==> src/rtl/core/ntgb_pkg.sv <==
package ntgb_pkg;

  localparam int unsigned BCD_DIGITS = 20;
  localparam int unsigned BCD_W      = 4 * BCD_DIGITS;
  localparam int unsigned VALUE_W    = 64;
  localparam int unsigned IMG_W      = 64;
  localparam int unsigned FONT_SHIFT = 5;
  localparam logic [4:0]  ZCNT_MAX   = 5'(BCD_DIGITS - 1);
  localparam logic [3:0]  CONV_LAST  = 4'(VALUE_W / 4 - 1);

  typedef enum logic [1:0] {
    S_IDLE,
    S_CONV,
    S_NORM,
    S_FORM
  } ntgb_state_t;

  typedef struct packed {
    logic load;
    logic conv;
    logic norm;
    logic form;
  } ntgb_cmd_t;

  typedef struct packed {
    logic is_glyph;
    logic norm_done;
    logic out_free;
  } ntgb_sts_t;

  function automatic logic [IMG_W-1:0] font_rom(input logic [3:0] idx);
    logic [IMG_W-1:0] g;
    case (idx)
      4'd0:    g = 64'h40A0A0A040000000;
      4'd1:    g = 64'h40C04040E0000000;
      4'd2:    g = 64'hC0204080E0000000;
      4'd3:    g = 64'hC0204020C0000000;
      4'd4:    g = 64'h80A0E02020000000;
      4'd5:    g = 64'hE080C020C0000000;
      4'd6:    g = 64'h6080E0A0E0000000;
      4'd7:    g = 64'hE020404040000000;
      4'd8:    g = 64'hE0A0E0A0E0000000;
      4'd9:    g = 64'hE0A0E020C0000000;
      4'd10:   g = 64'h40A0E0A0A0000000;
      4'd11:   g = 64'hC0A0C0A0C0000000;
      4'd12:   g = 64'h6080808060000000;
      4'd13:   g = 64'hC0A0A0A0C0000000;
      4'd14:   g = 64'hE080C080E0000000;
      default: g = 64'hE080C08080000000;
    endcase
    return g;
  endfunction

endpackage

==> src/rtl/core/ntgb_ctrl.sv <==
module ntgb_ctrl (
  input  logic               clk,
  input  logic               rst_n,
  input  logic               in_tvalid,
  output logic               in_tready,
  input  ntgb_pkg::ntgb_sts_t sts,
  output ntgb_pkg::ntgb_cmd_t cmd
);
  import ntgb_pkg::*;

  ntgb_state_t state_r, state_nxt;
  logic [3:0]  step_r, step_nxt;
  logic        in_fire;

  assign in_fire = in_tvalid && in_tready;

  always_ff @(posedge clk) begin
    if (!rst_n) begin
      state_r <= S_IDLE;
      step_r  <= '0;
    end else begin
      state_r <= state_nxt;
      step_r  <= step_nxt;
    end
  end

  always_comb begin
    state_nxt = state_r;
    step_nxt  = step_r;
    in_tready = 1'b0;
    cmd       = '0;
    case (state_r)
      S_IDLE: begin
        in_tready = 1'b1;
        if (in_fire) begin
          cmd.load  = 1'b1;
          step_nxt  = '0;
          state_nxt = S_CONV;
        end
      end
      S_CONV: begin
        if (sts.is_glyph) begin
          state_nxt = S_FORM;
        end else begin
          cmd.conv = 1'b1;
          step_nxt = step_r + 4'd1;
          if (step_r == CONV_LAST) begin
            state_nxt = S_NORM;
          end
        end
      end
      S_NORM: begin
        if (sts.norm_done) begin
          state_nxt = S_FORM;
        end else begin
          cmd.norm = 1'b1;
        end
      end
      S_FORM: begin
        if (sts.out_free) begin
          cmd.form  = 1'b1;
          state_nxt = S_IDLE;
        end
      end
      default: begin
        state_nxt = S_IDLE;
      end
    endcase
  end

  a_accept_to_conv: assert property (@(posedge clk) disable iff (!rst_n)
    (state_r == S_IDLE && in_fire) |=> (state_r == S_CONV))
    else $error("accepted transaction did not start conversion");

  a_conv_to_norm: assert property (@(posedge clk) disable iff (!rst_n)
    (state_r == S_CONV && !sts.is_glyph && step_r == CONV_LAST) |=> (state_r == S_NORM))
    else $error("conversion overran its step count");

  a_form_needs_slot: assert property (@(posedge clk) disable iff (!rst_n)
    cmd.form |-> sts.out_free)
    else $error("result formed while output slot occupied");

  a_busy_blocks_input: assert property (@(posedge clk) disable iff (!rst_n)
    (state_r != S_IDLE) |-> !in_tready)
    else $error("input accepted while busy");

endmodule

==> src/rtl/core/ntgb_dp.sv <==
module ntgb_dp (
  input  logic                clk,
  input  logic                rst_n,
  input  ntgb_pkg::ntgb_cmd_t cmd,
  output ntgb_pkg::ntgb_sts_t sts,
  input  logic                in_op,
  input  logic [63:0]         in_value,
  input  logic [3:0]          in_glyph_id,
  output logic                out_tvalid,
  input  logic                out_tready,
  output logic [63:0]         out_screen_bits
);
  import ntgb_pkg::*;

  logic               op_r;
  logic [3:0]         gid_r;
  logic [VALUE_W-1:0] bin_r;
  logic [BCD_W-1:0]   bcd_r;
  logic [4:0]         zcnt_r;
  logic [IMG_W-1:0]   out_r;
  logic               out_valid_r;

  logic [IMG_W-1:0]   img_nxt;
  logic [4:0]         ndig;
  logic [4:0]         cnt;
  logic [3:0]         dig_a, dig_b, dig_c, fa, fb;

  function automatic logic [BCD_W-1:0] dabble4(input logic [BCD_W-1:0] b,
                                               input logic [3:0] bits);
    logic [BCD_W-1:0] t;
    t = b;
    for (int s = 0; s < 4; s++) begin
      for (int j = 0; j < BCD_DIGITS; j++) begin
        if (t[4*j +: 4] >= 4'd5) begin
          t[4*j +: 4] = t[4*j +: 4] + 4'd3;
        end
      end
      t = {t[BCD_W-2:0], bits[3-s]};
    end
    return t;
  endfunction

  assign dig_a = bcd_r[BCD_W-1 -: 4];
  assign dig_b = bcd_r[BCD_W-5 -: 4];
  assign dig_c = bcd_r[BCD_W-9 -: 4];
  assign ndig  = 5'(BCD_DIGITS) - zcnt_r;

  always_comb begin
    fa  = dig_a;
    fb  = dig_b;
    cnt = '0;
    if (ndig >= 5'd3) begin
      cnt = ndig - 5'd2;
      if (dig_c >= 4'd5) begin
        if (dig_b != 4'd9) begin
          fb = dig_b + 4'd1;
        end else if (dig_a != 4'd9) begin
          fa = dig_a + 4'd1;
          fb = 4'd0;
        end else begin
          fa  = 4'd1;
          fb  = 4'd0;
          cnt = cnt + 5'd1;
        end
      end
    end
    if (op_r) begin
      img_nxt = font_rom(gid_r);
    end else if (ndig == 5'd1) begin
      img_nxt = font_rom(fa) >> FONT_SHIFT;
    end else begin
      img_nxt = ~({IMG_W{1'b1}} << cnt) | font_rom(fa) | (font_rom(fb) >> FONT_SHIFT);
    end
  end

  always_ff @(posedge clk) begin
    if (cmd.load) begin
      op_r   <= in_op;
      gid_r  <= in_glyph_id;
      bin_r  <= in_value;
      bcd_r  <= '0;
      zcnt_r <= '0;
    end else if (cmd.conv) begin
      bcd_r <= dabble4(bcd_r, bin_r[VALUE_W-1 -: 4]);
      bin_r <= bin_r << 4;
    end else if (cmd.norm) begin
      bcd_r  <= bcd_r << 4;
      zcnt_r <= zcnt_r + 5'd1;
    end
    if (cmd.form) begin
      out_r <= img_nxt;
    end
  end

  always_ff @(posedge clk) begin
    if (!rst_n) begin
      out_valid_r <= 1'b0;
    end else if (cmd.form) begin
      out_valid_r <= 1'b1;
    end else if (out_tready) begin
      out_valid_r <= 1'b0;
    end
  end

  assign sts.is_glyph  = op_r;
  assign sts.norm_done = (dig_a != 4'd0) || (zcnt_r == ZCNT_MAX);
  assign sts.out_free  = !out_valid_r || out_tready;

  assign out_tvalid      = out_valid_r;
  assign out_screen_bits = out_r;

  a_zcnt_bound: assert property (@(posedge clk) disable iff (!rst_n)
    cmd.norm |-> (zcnt_r < ZCNT_MAX))
    else $error("leading zero count overran");

  a_form_sets_valid: assert property (@(posedge clk) disable iff (!rst_n)
    cmd.form |=> out_valid_r)
    else $error("formed result not presented");

  a_norm_no_conv: assert property (@(posedge clk) disable iff (!rst_n)
    !(cmd.norm && (cmd.conv || cmd.load || cmd.form)))
    else $error("conflicting datapath commands");

endmodule

==> src/rtl/core/number_to_glyph_bitmap.sv <==
// channel | dir | tdata                                  | tuser
// in_     | in  | [63:0] value, [67:64] glyph_id, pad 72 | op (0 number, 1 glyph)
// out_    | out | [63:0] screen_bits                     | -
//
// Glyph transactions: after acceptance the controller goes from S_CONV to S_FORM.
// Number transactions: the 4-bit-per-cycle BCD converter builds the
// 20-digit decimal form, then the one-digit-per-cycle normaliser strips
// its leading zero digits, at most 19, before the result forms.
// Synchronous active-low reset clears the controller and the output valid.
// Input is taken only when idle, in the cycle after the result forms; a stalled
// result holds while the next transaction converts.
module number_to_glyph_bitmap (
  input  logic        clk,
  input  logic        rst_n,
  input  logic        in_tvalid,
  output logic        in_tready,
  input  logic [71:0] in_tdata,   // [63:0] value, [67:64] glyph_id, [71:68] zero
  input  logic        in_tuser,   // [0] op
  output logic        out_tvalid,
  input  logic        out_tready,
  output logic [63:0] out_tdata   // [63:0] screen_bits
);
  import ntgb_pkg::*;

  ntgb_cmd_t cmd;
  ntgb_sts_t sts;

  ntgb_ctrl u_ctrl (
    .clk       (clk),
    .rst_n     (rst_n),
    .in_tvalid (in_tvalid),
    .in_tready (in_tready),
    .sts       (sts),
    .cmd       (cmd)
  );

  ntgb_dp u_dp (
    .clk             (clk),
    .rst_n           (rst_n),
    .cmd             (cmd),
    .sts             (sts),
    .in_op           (in_tuser),
    .in_value        (in_tdata[63:0]),
    .in_glyph_id     (in_tdata[67:64]),
    .out_tvalid      (out_tvalid),
    .out_tready      (out_tready),
    .out_screen_bits (out_tdata)
  );

endmodule
==> config.mk <==
export PLATFORM = sky130hd
export DESIGN_NAME = number_to_glyph_bitmap
export DESIGN_NICKNAME = d
export VERILOG_FILES = /design/src/rtl/core/ntgb_pkg.sv /design/src/rtl/core/ntgb_ctrl.sv /design/src/rtl/core/ntgb_dp.sv /design/src/rtl/core/number_to_glyph_bitmap.sv
export SDC_FILE = /design/constraint.sdc
export NUM_CORES = 1
export LEC_CHECK = 0
export BUFFER_PORTS_ARGS = -buffer_cell sky130_fd_sc_hd__buf_2
export CORE_MARGIN = 5
export CORE_UTILIZATION = 45
export CTS_BUF_LIST = sky130_fd_sc_hd__clkbuf_2
export CTS_CLUSTER_SIZE = 16
export DETAILED_ROUTE_END_ITERATION = 16
export GPL_TIMING_DRIVEN = 0
export PLACE_DENSITY = 0.66
export SLEW_MARGIN = 20
export SYNTH_ARGS = -nofsm -noshare
export SYNTH_HDL_FRONTEND = slang
export SYNTH_SLANG_ARGS = --single-unit
==> constraint.sdc <==
create_clock -name clk -period 9.99 [get_ports clk]
set_input_delay 2.997 -clock clk [delete_from_list [all_inputs] [get_ports clk]]
set_output_delay 2.997 -clock clk [all_outputs]
set_load 0.03 [all_outputs]
==> results_dict.tcl, run 1 <==
set metrics [dict create \
    die_h_um 219 \
    synth_compound_area_share_pct 25.7 \
    grt_max_degree 53 \
    clock-sinks 232 \
    first_pass_iters 6 \
    setup-tns-final_ns 0 \
    cts_buffer_depth 3 \
    vias_per_cell 5.77 \
    clock_latency_ns 0.89 \
    drc 0 \
    routed_wl_mm 56.2 \
    fin_crit_ns 4.71 \
    holdCritPathClass "register to register" \
    startpoint_type "register" \
    max_freq_mhz 212 \
    cp_max_fo 5 \
    grt_pass1_wl_mm 89.6 \
    nets 2870 \
    relSlewSlack_pct 25.2 \
    cts-root-buf "clkbuf_2" \
    synth-adder-area-share_pct 7.42 \
    multi_input_area_sq_um 12800 \
    die_w_um 219 \
    postSynthAreaPerCell_sq_um 7.96 \
    nFillCells 4220 \
    start_util_pct 45.5 \
    fin_crit_sh_pct 47.1 \
    maxSlewViolCount 0 \
    finalHoldViolations 0 \
    num_rows 76 \
    post_cts_buffers 0 \
    crit_required_ns 6.99 \
    core_area_sq_um 43200 \
    synth_top_flop_cell "edfxtp_1" \
    regArea_sq_um 5900 \
    path_clk_slew_ns 0.10 \
    routabilityCongestion 0.890 \
    drive_above_1_share_pct 16.0 \
    synth_edf_count 125 \
    grt_usage_pct 22.5 \
    syn2layout_area_growth_pct 10.6 \
    post-dp-hpwl_mm 40.6 \
    setup_viol 0 \
    synthMuxAreaShare_pct 5.59 \
    synthCells 2470 \
    ios 143 \
    cts_tree "built" \
    clock_skew_ns 0.104 \
    maxCapViolCount 0 \
    ant_nets 0 \
    tightest_slew_ns 1.12 \
    cp.arrival_ns 1.71 \
    port_buffers 130 \
    num_vias 19100 \
    ys_ff_latch 232 \
    yosys.area_share.simple_pct 22.2 \
    antenna_found_initial 1 \
    synth_top_family_by_area "compound AO/OA/AOI/OAI gates" \
    wire_per_inst_um 17.0 \
    final_cell_mix "nand2_1, a21oi_1, nor2_1" \
    synth_xor_area_share_pct 3.98 \
    numCtsBuffers 67 \
    mostFrequentLayoutCell "nand2_1" \
    cts_resized 0 \
    gr-total-overflow 0 \
    crit_type "register to primary output" \
    cp-end-kind "primary output" \
    ys_async_sr_fraction_pct 0 \
    rsz0062_at_grt "no" \
    status "completed" \
    grt_pass1_vias 18100 \
    ctsHoldBuffers 0 \
    drt_first_iter_violations 1715 \
    synth.distinct_cells 110 \
    synth_area_sq_um 19700 \
    htree_levels 3 \
    die_area_sq_um 48000 \
    seq_area_frac_synth_pct 30.0 \
    ys_warn_count 0 \
]
-- Yosys cell counts, types with 11 or more instances --
cell / n / share of area (%)
a21oi_2: 20 / 0.89
buf_2: 23 / 0.59
o22ai_1: 20 / 0.64
a21o_1: 11 / 0.42
o21ai_0: 134 / 3.4
or3_1: 11 / 0.35
nor3_1: 39 / 0.99
a31oi_1: 43 / 1.4
o211ai_1: 21 / 0.80
buf_4: 11 / 0.42
inv_2: 23 / 0.44
ha_1: 115 / 7.3
nor2_1: 173 / 3.3
mux2_2: 25 / 1.4
nor2b_1: 30 / 0.95
and3_1: 16 / 0.51
clkbuf_1: 83 / 1.6
edfxtp_1: 125 / 19
and2_1: 15 / 0.48
o21ai_1: 89 / 2.3
a21oi_1: 173 / 4.4
a221oi_1: 19 / 0.85
o21a_1: 19 / 0.73
dfxtp_1: 107 / 11
a211oi_1: 33 / 1.3
xnor2_1: 48 / 2.1
nand3_1: 53 / 1.3
inv_1: 99 / 1.9
nand2_1: 442 / 8.4
a211o_1: 11 / 0.49
xor2_1: 19 / 0.85
or2_2: 13 / 0.41
mux2i_1: 79 / 4.0
nand2b_1: 48 / 1.5
nor3b_1: 27 / 1.0
-- flip-flops by register name, summed over array words and instances (netlist names), named ones only --
register	count
u_ctrl.state_r	2
u_ctrl.step_r	4
u_dp.bcd_r	80
u_dp.bin_r	64
u_dp.gid_r	4
u_dp.op_r	1
u_dp.out_screen_bits	56
u_dp.out_tvalid	1
u_dp.zcnt_r	5
-- layer usage --
| layer | wire [um] | vias up | track usage, % |
|---|---|---|---|
| met5 | 0 | - | 0 |
| met2 | 27000 | 694 | 39.2 |
| met3 | 4000 | 158 | 4.18 |
| li1 | - | 9336 | - |
| met4 | 2010 | 0 | 9.06 |
| met1 | 23200 | 8909 | 27.5 |
-- logic make-up after synthesis --
logic type	count (synthesis)
fa+ha+maj	117
other cells	1
flops	232
xor+xnor	79
buf+inv	248
mux	106
compound gates	750
simple gates	937
-- per-stage QoR --
step | instances | hold slack, ns | utilization, % | setup slack (ns) | instance area [sq um]
3_3_place_gp | 3192 | 0.498 | 48.8 | 2.18 | 21100
4_1_cts | 3310 | 0.510 | 50.4 | 5.16 | 21700
3_5_place_dp | 3194 | 0.499 | 48.9 | 4.56 | 21100
2_1_floorplan | 2477 | 0.471 | - | 3.95 | 19700
5_1_grt | 3311 | 0.528 | 50.4 | 5.16 | 21700
6_report | 3311 | 0.518 | 50.4 | 5.28 | 21700
-- critical path: stages, from the launching register on --
cell and delay, ns:
dfxtp_1 0.42, inv_1 0.09, ha_1 0.22, buf_2 0.19
-- worst paths after layout --
path                                       start                                      to  slack [ns]  cells after the start
setup / recovery  u_ctrl.state_r[1]$_SDFFE_PN0P_                               in_tready        5.28                      3
hold / removal          u_dp.bin_r[38]$_DFFE_PP_                u_dp.bin_r[42]$_DFFE_PP_        0.52                      2
setup reg to reg     u_dp.zcnt_r[0]$_SDFFE_PP0P_  u_dp.out_screen_bits[42]$_SDFFCE_PP0P_        5.55                     13
hold reg to reg         u_dp.bin_r[38]$_DFFE_PP_                u_dp.bin_r[42]$_DFFE_PP_        0.52                      2
-- area by class of cell --
| cell class | count | area share (%) |
|---|---|---|
| sequential | 232 | 27.1 |
| multi-input combinational | 1997 | 58.8 |
| buffer | 124 | 2.51 |
| timing repair buffer | 132 | 3.21 |
| clock buffer | 93 | 2.14 |
| inverter | 124 | 2.15 |
| tap | 585 | 3.37 |
| antenna | 1 | 0.0115 |
| clock inverter | 23 | 0.679 |
Power of run 1 is not shown: default switching activity piles up to over one toggle a cycle in this logic, so the estimate is an artifact.
==> inputs of run 2 (changes only) <==
Settings changed: PLACE_DENSITY 0.66 to 0.69.
Clock period 9.99 ns to 3.92 ns, I/O delays scaled along.
==> run 2 against run 1 <==
  * Die area stayed put
  * Critical path depth is 13 higher
  * Cell count is 0.21% higher
  * Clock-buffer cell count is 2 higher
  * Critical endpoint is now u_dp.bcd_r[77]$_SDFFE_PP0P_
  * Register-to-register slack worse by 5.4 ns
==> results_dict.tcl, run 2 (synthesized netlist as in run 1, its figures left out) <==
set metrics [dict create \
    status "completed" \
    drive_above_1_share_pct 17.3 \
    cts_buffer_depth 3 \
    ios 143 \
    htree_levels 3 \
    hold_path_depth 1 \
    path_clk_slew_ns 0.10 \
    stdcell_area_sq_um 22000 \
    routabilityCongestion 0.953 \
    antenna_found_initial 1 \
    crit_required_ns 4.63 \
    rsz0062_at_grt "yes" \
    clock-sinks 232 \
    min_delay_worst_endpoint "u_dp.op_r$_DFFE_PP_" \
    num_rows 76 \
    cpMaxStageDelayCell "dfxtp_4" \
    fin_crit_ns 3.79 \
    setup-tns-final_ns 0 \
    largest_reg_flops 80 \
    reg2regPathDepth 16 \
    num_vias 19000 \
    tightest_slew_ns 1.09 \
    grt_usage_pct 22.7 \
    die_area_sq_um 48000 \
    dpl_cell_area_sq_um 21100 \
    fin_crit_sh_pct 96.7 \
    top_register "u_dp.bcd_r" \
    max_freq_mhz 264 \
    wire_per_inst_um 17.1 \
    relSlewSlack_pct 27.3 \
    ant_nets 0 \
    startpoint_type "register" \
    post-dp-hpwl_mm 41.1 \
    cp_slowest_stage_delay_ns 0.43 \
    nets 2876 \
    timing.rr.end "u_dp.bcd_r[77]$_SDFFE_PP0P_" \
    grt_pass1_vias 18100 \
    finalHoldViolations 0 \
    vias_per_cell 5.74 \
    cp-end-kind "register" \
    cp.arrival_ns 4.50 \
    grt_max_degree 47 \
    crit_type "register to register" \
    numCtsBuffers 68 \
    gr-total-overflow 0 \
    die_w_um 219 \
    routed_wl_mm 56.8 \
    final_cell_mix "nand2_1, nor2_1, a21oi_1" \
    maxSlewViolCount 0 \
    drc 0 \
    clock_latency_ns 0.86 \
    cp_max_fo 8 \
    cts-root-buf "clkbuf_2" \
    holdCritPathClass "primary input to register" \
    ctsHoldBuffers 0 \
    setup_viol 0 \
    clock_skew_ns 0.0901 \
    drt_first_iter_violations 1447 \
    path_cells "inv_1 -> ha_1 -> nand2b_1 -> a21oi_2 -> mux2i_1 -> nand2_1 -> xor2_2 -> ha_1 -> nand2b_1 -> a21boi_2 -> xor2_2 -> ha_2 -> nor2b_1 -> o21a_1 -> nor3_1 -> a2111oi_2" \
    die_h_um 219 \
    first_pass_iters 6 \
    r2r_start "u_dp.bcd_r[73]$_SDFFE_PP0P_" \
    port_buffers 130 \
    core_area_sq_um 43200 \
    r2r_slack_ns 0.13 \
    min-delay-start "in_tuser" \
    maxCapViolCount 0 \
    start_util_pct 45.5 \
    cts_tree "built" \
    syn2layout_area_growth_pct 11.7 \
    mostFrequentLayoutCell "nand2_1" \
    grt_pass1_wl_mm 89.9 \
]
-- run 2: cell types whose count changed in the layout (fill, tap and decap cells not counted), moves of 3 or more --
cell      delta
clkinv_2     -3
dfxtp_1     -10
clkinv_1     +4
ha_1         -3
mux2i_1      -3
a21oi_1      -4
buf_4        +5
dfxtp_2      +6
dfxtp_4      +4
a31oi_4      +3
ha_2         +3
-- run 2: worst max path at each step --
stage,from,end,slack (ns),cells past startpoint
after CTS,u_dp.zcnt_r[0]$_SDFFE_PP0P_,u_dp.out_screen_bits[30]$_DFFE_PP_,0.02,16
final,u_dp.bcd_r[73]$_SDFFE_PP0P_,u_dp.bcd_r[77]$_SDFFE_PP0P_,0.13,16
after global placement,in_tvalid,u_dp.bin_r[20]$_DFFE_PP_,-0.52,5
after floorplan,u_dp.bcd_r[77]$_SDFFE_PP0P_,u_dp.bcd_r[77]$_SDFFE_PP0P_,0.30,18
after detailed placement,u_dp.zcnt_r[0]$_SDFFE_PP0P_,u_dp.out_screen_bits[42]$_SDFFCE_PP0P_,-0.39,13
after global routing,u_dp.bcd_r[73]$_SDFFE_PP0P_,u_dp.bcd_r[77]$_SDFFE_PP0P_,-0.14,16
-- run 2: what timing repair did --
action                                  in CTS  in global routing
hold endpoints to repair                     0                  0
endpoints found under the setup margin      24                 42
buffers inserted                             1                  4
cloned                                       0                  0
pin swaps                                    0                  9
resized for setup                           13                 35
-- run 2: area by class of cell --
| cell class | instances | area [sq um] |
|---|---|---|
| clock buffer | 95 | 475 |
| inverter | 124 | 467 |
| clock inverter | 23 | 140 |
| fill | 4201 | 21200 |
| tap | 585 | 732 |
| buffer | 124 | 548 |
| multi-input combinational | 1997 | 13000 |
| timing repair buffer | 137 | 728 |
| sequential | 232 | 5920 |
| antenna | 1 | 2.50 |
-- run 2: layer usage --
layer	part of all wire, %	up-vias	GRT usage [%]
met5	0	-	0
met3	6.5	135	3.39
li1	-	9353	-
met1	43	8940	29.2
met2	47	616	38.7
met4	3.1	0	8.04
-- run 2: critical path: cells and delay by family (launching register included) --
| family | cells | cell delay [ns] |
|---|---|---|
| flip-flops | 1 | 0.43 |
| multiplexers | 1 | 0.32 |
| buffers and inverters | 1 | 0.11 |
| AO/OA/AOI/OAI | 4 | 1.02 |
| AND/OR/NAND/NOR | 5 | 0.68 |
| adder cells (fa/ha/maj) | 3 | 0.67 |
| XOR/XNOR | 2 | 0.41 |
-- run 2: stage by stage --
step / setup slack, ns / hold slack [ns] / utilization, % / cells
after global routing: -0.144 / 0.408 / 50.9 / 3318
after global placement: -0.518 / 0.495 / 48.8 / 3192
after floorplan: 0.295 / 0.471 / - / 2477
final: 0.129 / 0.493 / 50.9 / 3318
after CTS: 0.0151 / 0.418 / 50.5 / 3313
after detailed placement: -0.385 / 0.500 / 48.9 / 3194
Power of run 2 is left out for the same reason.
==> inputs of run 3 (changes only) <==
Settings changed: CELL_PAD_IN_SITES_DETAIL_PLACEMENT set to 0, CELL_PAD_IN_SITES_GLOBAL_PLACEMENT set to 1, CORE_UTILIZATION 45 to 43, PLACE_DENSITY 0.69 to 0.83.
==> run 3 against run 2 <==
  * First-iteration DRC count is 2.0% lower
  * Global-route usage down 0.91 points
  * Clock-buffer cell count grew 1
  * Non-clock buffer count up 3
  * Clock skew up 0.025 ns
  * Worst setup slack got worse by 0.020 ns
  * Design area rose by 0.19%
  * Hold slack worse by 0.12 ns
  * Highest routed layer unchanged
==> results_dict.tcl, run 3 (synthesized netlist as in run 1, its figures left out) <==
set metrics [dict create \
    die_w_um 224 \
    fin_crit_ns 3.81 \
    crit_required_ns 4.80 \
    setup-tns-final_ns 0 \
    post-dp-hpwl_mm 40.9 \
    htree_levels 3 \
    r2r_start "u_dp.bcd_r[72]$_SDFFE_PP0P_" \
    gr-total-overflow 0 \
    syn2layout_area_growth_pct 11.9 \
    cpMaxStageDelayCell "dfxtp_2" \
    fin_crit_sh_pct 97.2 \
    top_register "u_dp.bcd_r" \
    routed_wl_mm 56.8 \
    grt_pass1_wl_mm 90.1 \
    ant_nets 0 \
    first_pass_iters 6 \
    path_cells "inv_1 -> ha_1 -> nand2b_1 -> nand2b_1 -> o21ai_2 -> ha_1 -> o21a_1 -> nor2_1 -> o21ai_1 -> inv_1 -> ha_1 -> nand2b_1 -> a21boi_2 -> xor2_2 -> ha_2 -> nor2b_1 -> o21a_1 -> nor3_1 -> a2111oi_2" \
    rsz0062_at_grt "yes" \
    grt_usage_pct 21.8 \
    setup_viol 0 \
    ctsHoldBuffers 0 \
    relSlewSlack_pct 20.3 \
    path_clk_slew_ns 0.10 \
    num_vias 18800 \
    cts_tree "built" \
    maxSlewViolCount 0 \
    drt_first_iter_violations 1418 \
    nets 2877 \
    cp_max_fo 9 \
    maxCapViolCount 0 \
    cts_buffer_depth 3 \
    die_h_um 224 \
    port_buffers 130 \
    mostFrequentLayoutCell "nand2_1" \
    start_util_pct 43.4 \
    numCtsBuffers 66 \
    ios 143 \
    cp-end-kind "register" \
    antenna_found_initial 1 \
    tightest_slew_ns 1.20 \
    final_cell_mix "nand2_1, nor2_1, a21oi_1" \
    routabilityCongestion 0.873 \
    crit_type "register to register" \
    core_area_sq_um 45300 \
    holdCritPathClass "primary input to register" \
    startpoint_type "register" \
    cp_slowest_stage_delay_ns 0.47 \
    die_area_sq_um 50100 \
    cp.arrival_ns 4.69 \
    largest_reg_flops 80 \
    drive_above_1_share_pct 17.5 \
    nFillCells 4533 \
    vias_per_cell 5.65 \
    min-delay-start "in_tuser" \
    clock_latency_ns 1.00 \
    wire_per_inst_um 17.1 \
    max_freq_mhz 262 \
    clock_skew_ns 0.115 \
    finalHoldViolations 0 \
    grt_pass1_vias 17900 \
    grt_max_degree 56 \
    crit_start "u_dp.bcd_r[72]$_SDFFE_PP0P_" \
    status "completed" \
    cts-root-buf "clkbuf_2" \
    num_rows 78 \
    drc 0 \
    clock-sinks 232 \
]
## run 3: repair_timing
item / CTS / global route
resized for setup: 13 / 34
endpoints found under the setup margin: 28 / 25
buffers inserted: 1 / 7
pin swaps: 1 / 7
## run 3: per-stage QoR
| stage | setup slack [ns] | utilization (%) | instance area, sq um | std cells | hold WS, ns |
|---|---|---|---|---|---|
| 2_1_floorplan | 0.295 | - | 19700 | 2477 | 0.471 |
| 3_3_place_gp | -0.642 | 46.6 | 21100 | 3207 | 0.498 |
| 3_5_place_dp | -0.438 | 46.7 | 21100 | 3209 | 0.503 |
| 4_1_cts | 0.0224 | 48.1 | 21800 | 3320 | 0.231 |
| 5_1_grt | -0.163 | 48.6 | 22000 | 3329 | 0.257 |
| 6_report | 0.109 | 48.6 | 22000 | 3329 | 0.369 |
## run 3: final timing paths
check	end	slack, ns	cells past startpoint
worst min-delay path	u_dp.op_r$_DFFE_PP_	0.37	1
worst max-delay path	u_dp.bcd_r[77]$_SDFFE_PP0P_	0.11	19
worst min register to register	u_dp.bcd_r[45]$_SDFFE_PP0P_	0.48	2
worst max register to register	u_dp.bcd_r[77]$_SDFFE_PP0P_	0.11	19
## run 3: layout make-up
| type | instances | area (sq um) | share of cell area (%) |
|---|---|---|---|
| Multi-Input combinational cell | 1997 | 13000 | 59.0 |
| Sequential cell | 232 | 5910 | 26.9 |
| Timing Repair Buffer | 140 | 758 | 3.45 |
| Tap cell | 600 | 751 | 3.41 |
| Buffer | 124 | 548 | 2.49 |
| Clock buffer | 96 | 480 | 2.18 |
| Inverter | 124 | 470 | 2.14 |
| Clock inverter | 14 | 105 | 0.478 |
| Antenna cell | 2 | 5.00 | 0.0227 |
## run 3: layer usage
metal  GRT usage, %  up-vias  share of wire (%)  wire [um]
met1           27.0     8733                 43      24400
met5              0        -                  0          0
met2           37.3      588                 47      26900
met3           4.30      126                6.3       3590
li1               -     9351                  -          -
met4           8.50        0                3.4       1950
## run 3: critical path: cells and delay by family, from the launching register on
family,cells,cell delay [ns]
compound gates,6,1.29
fa+ha+maj,4,0.90
simple gates,6,0.58
flops,1,0.47
buf+inv,2,0.23
xor+xnor,1,0.23
Power of run 3 is left out for the same reason.
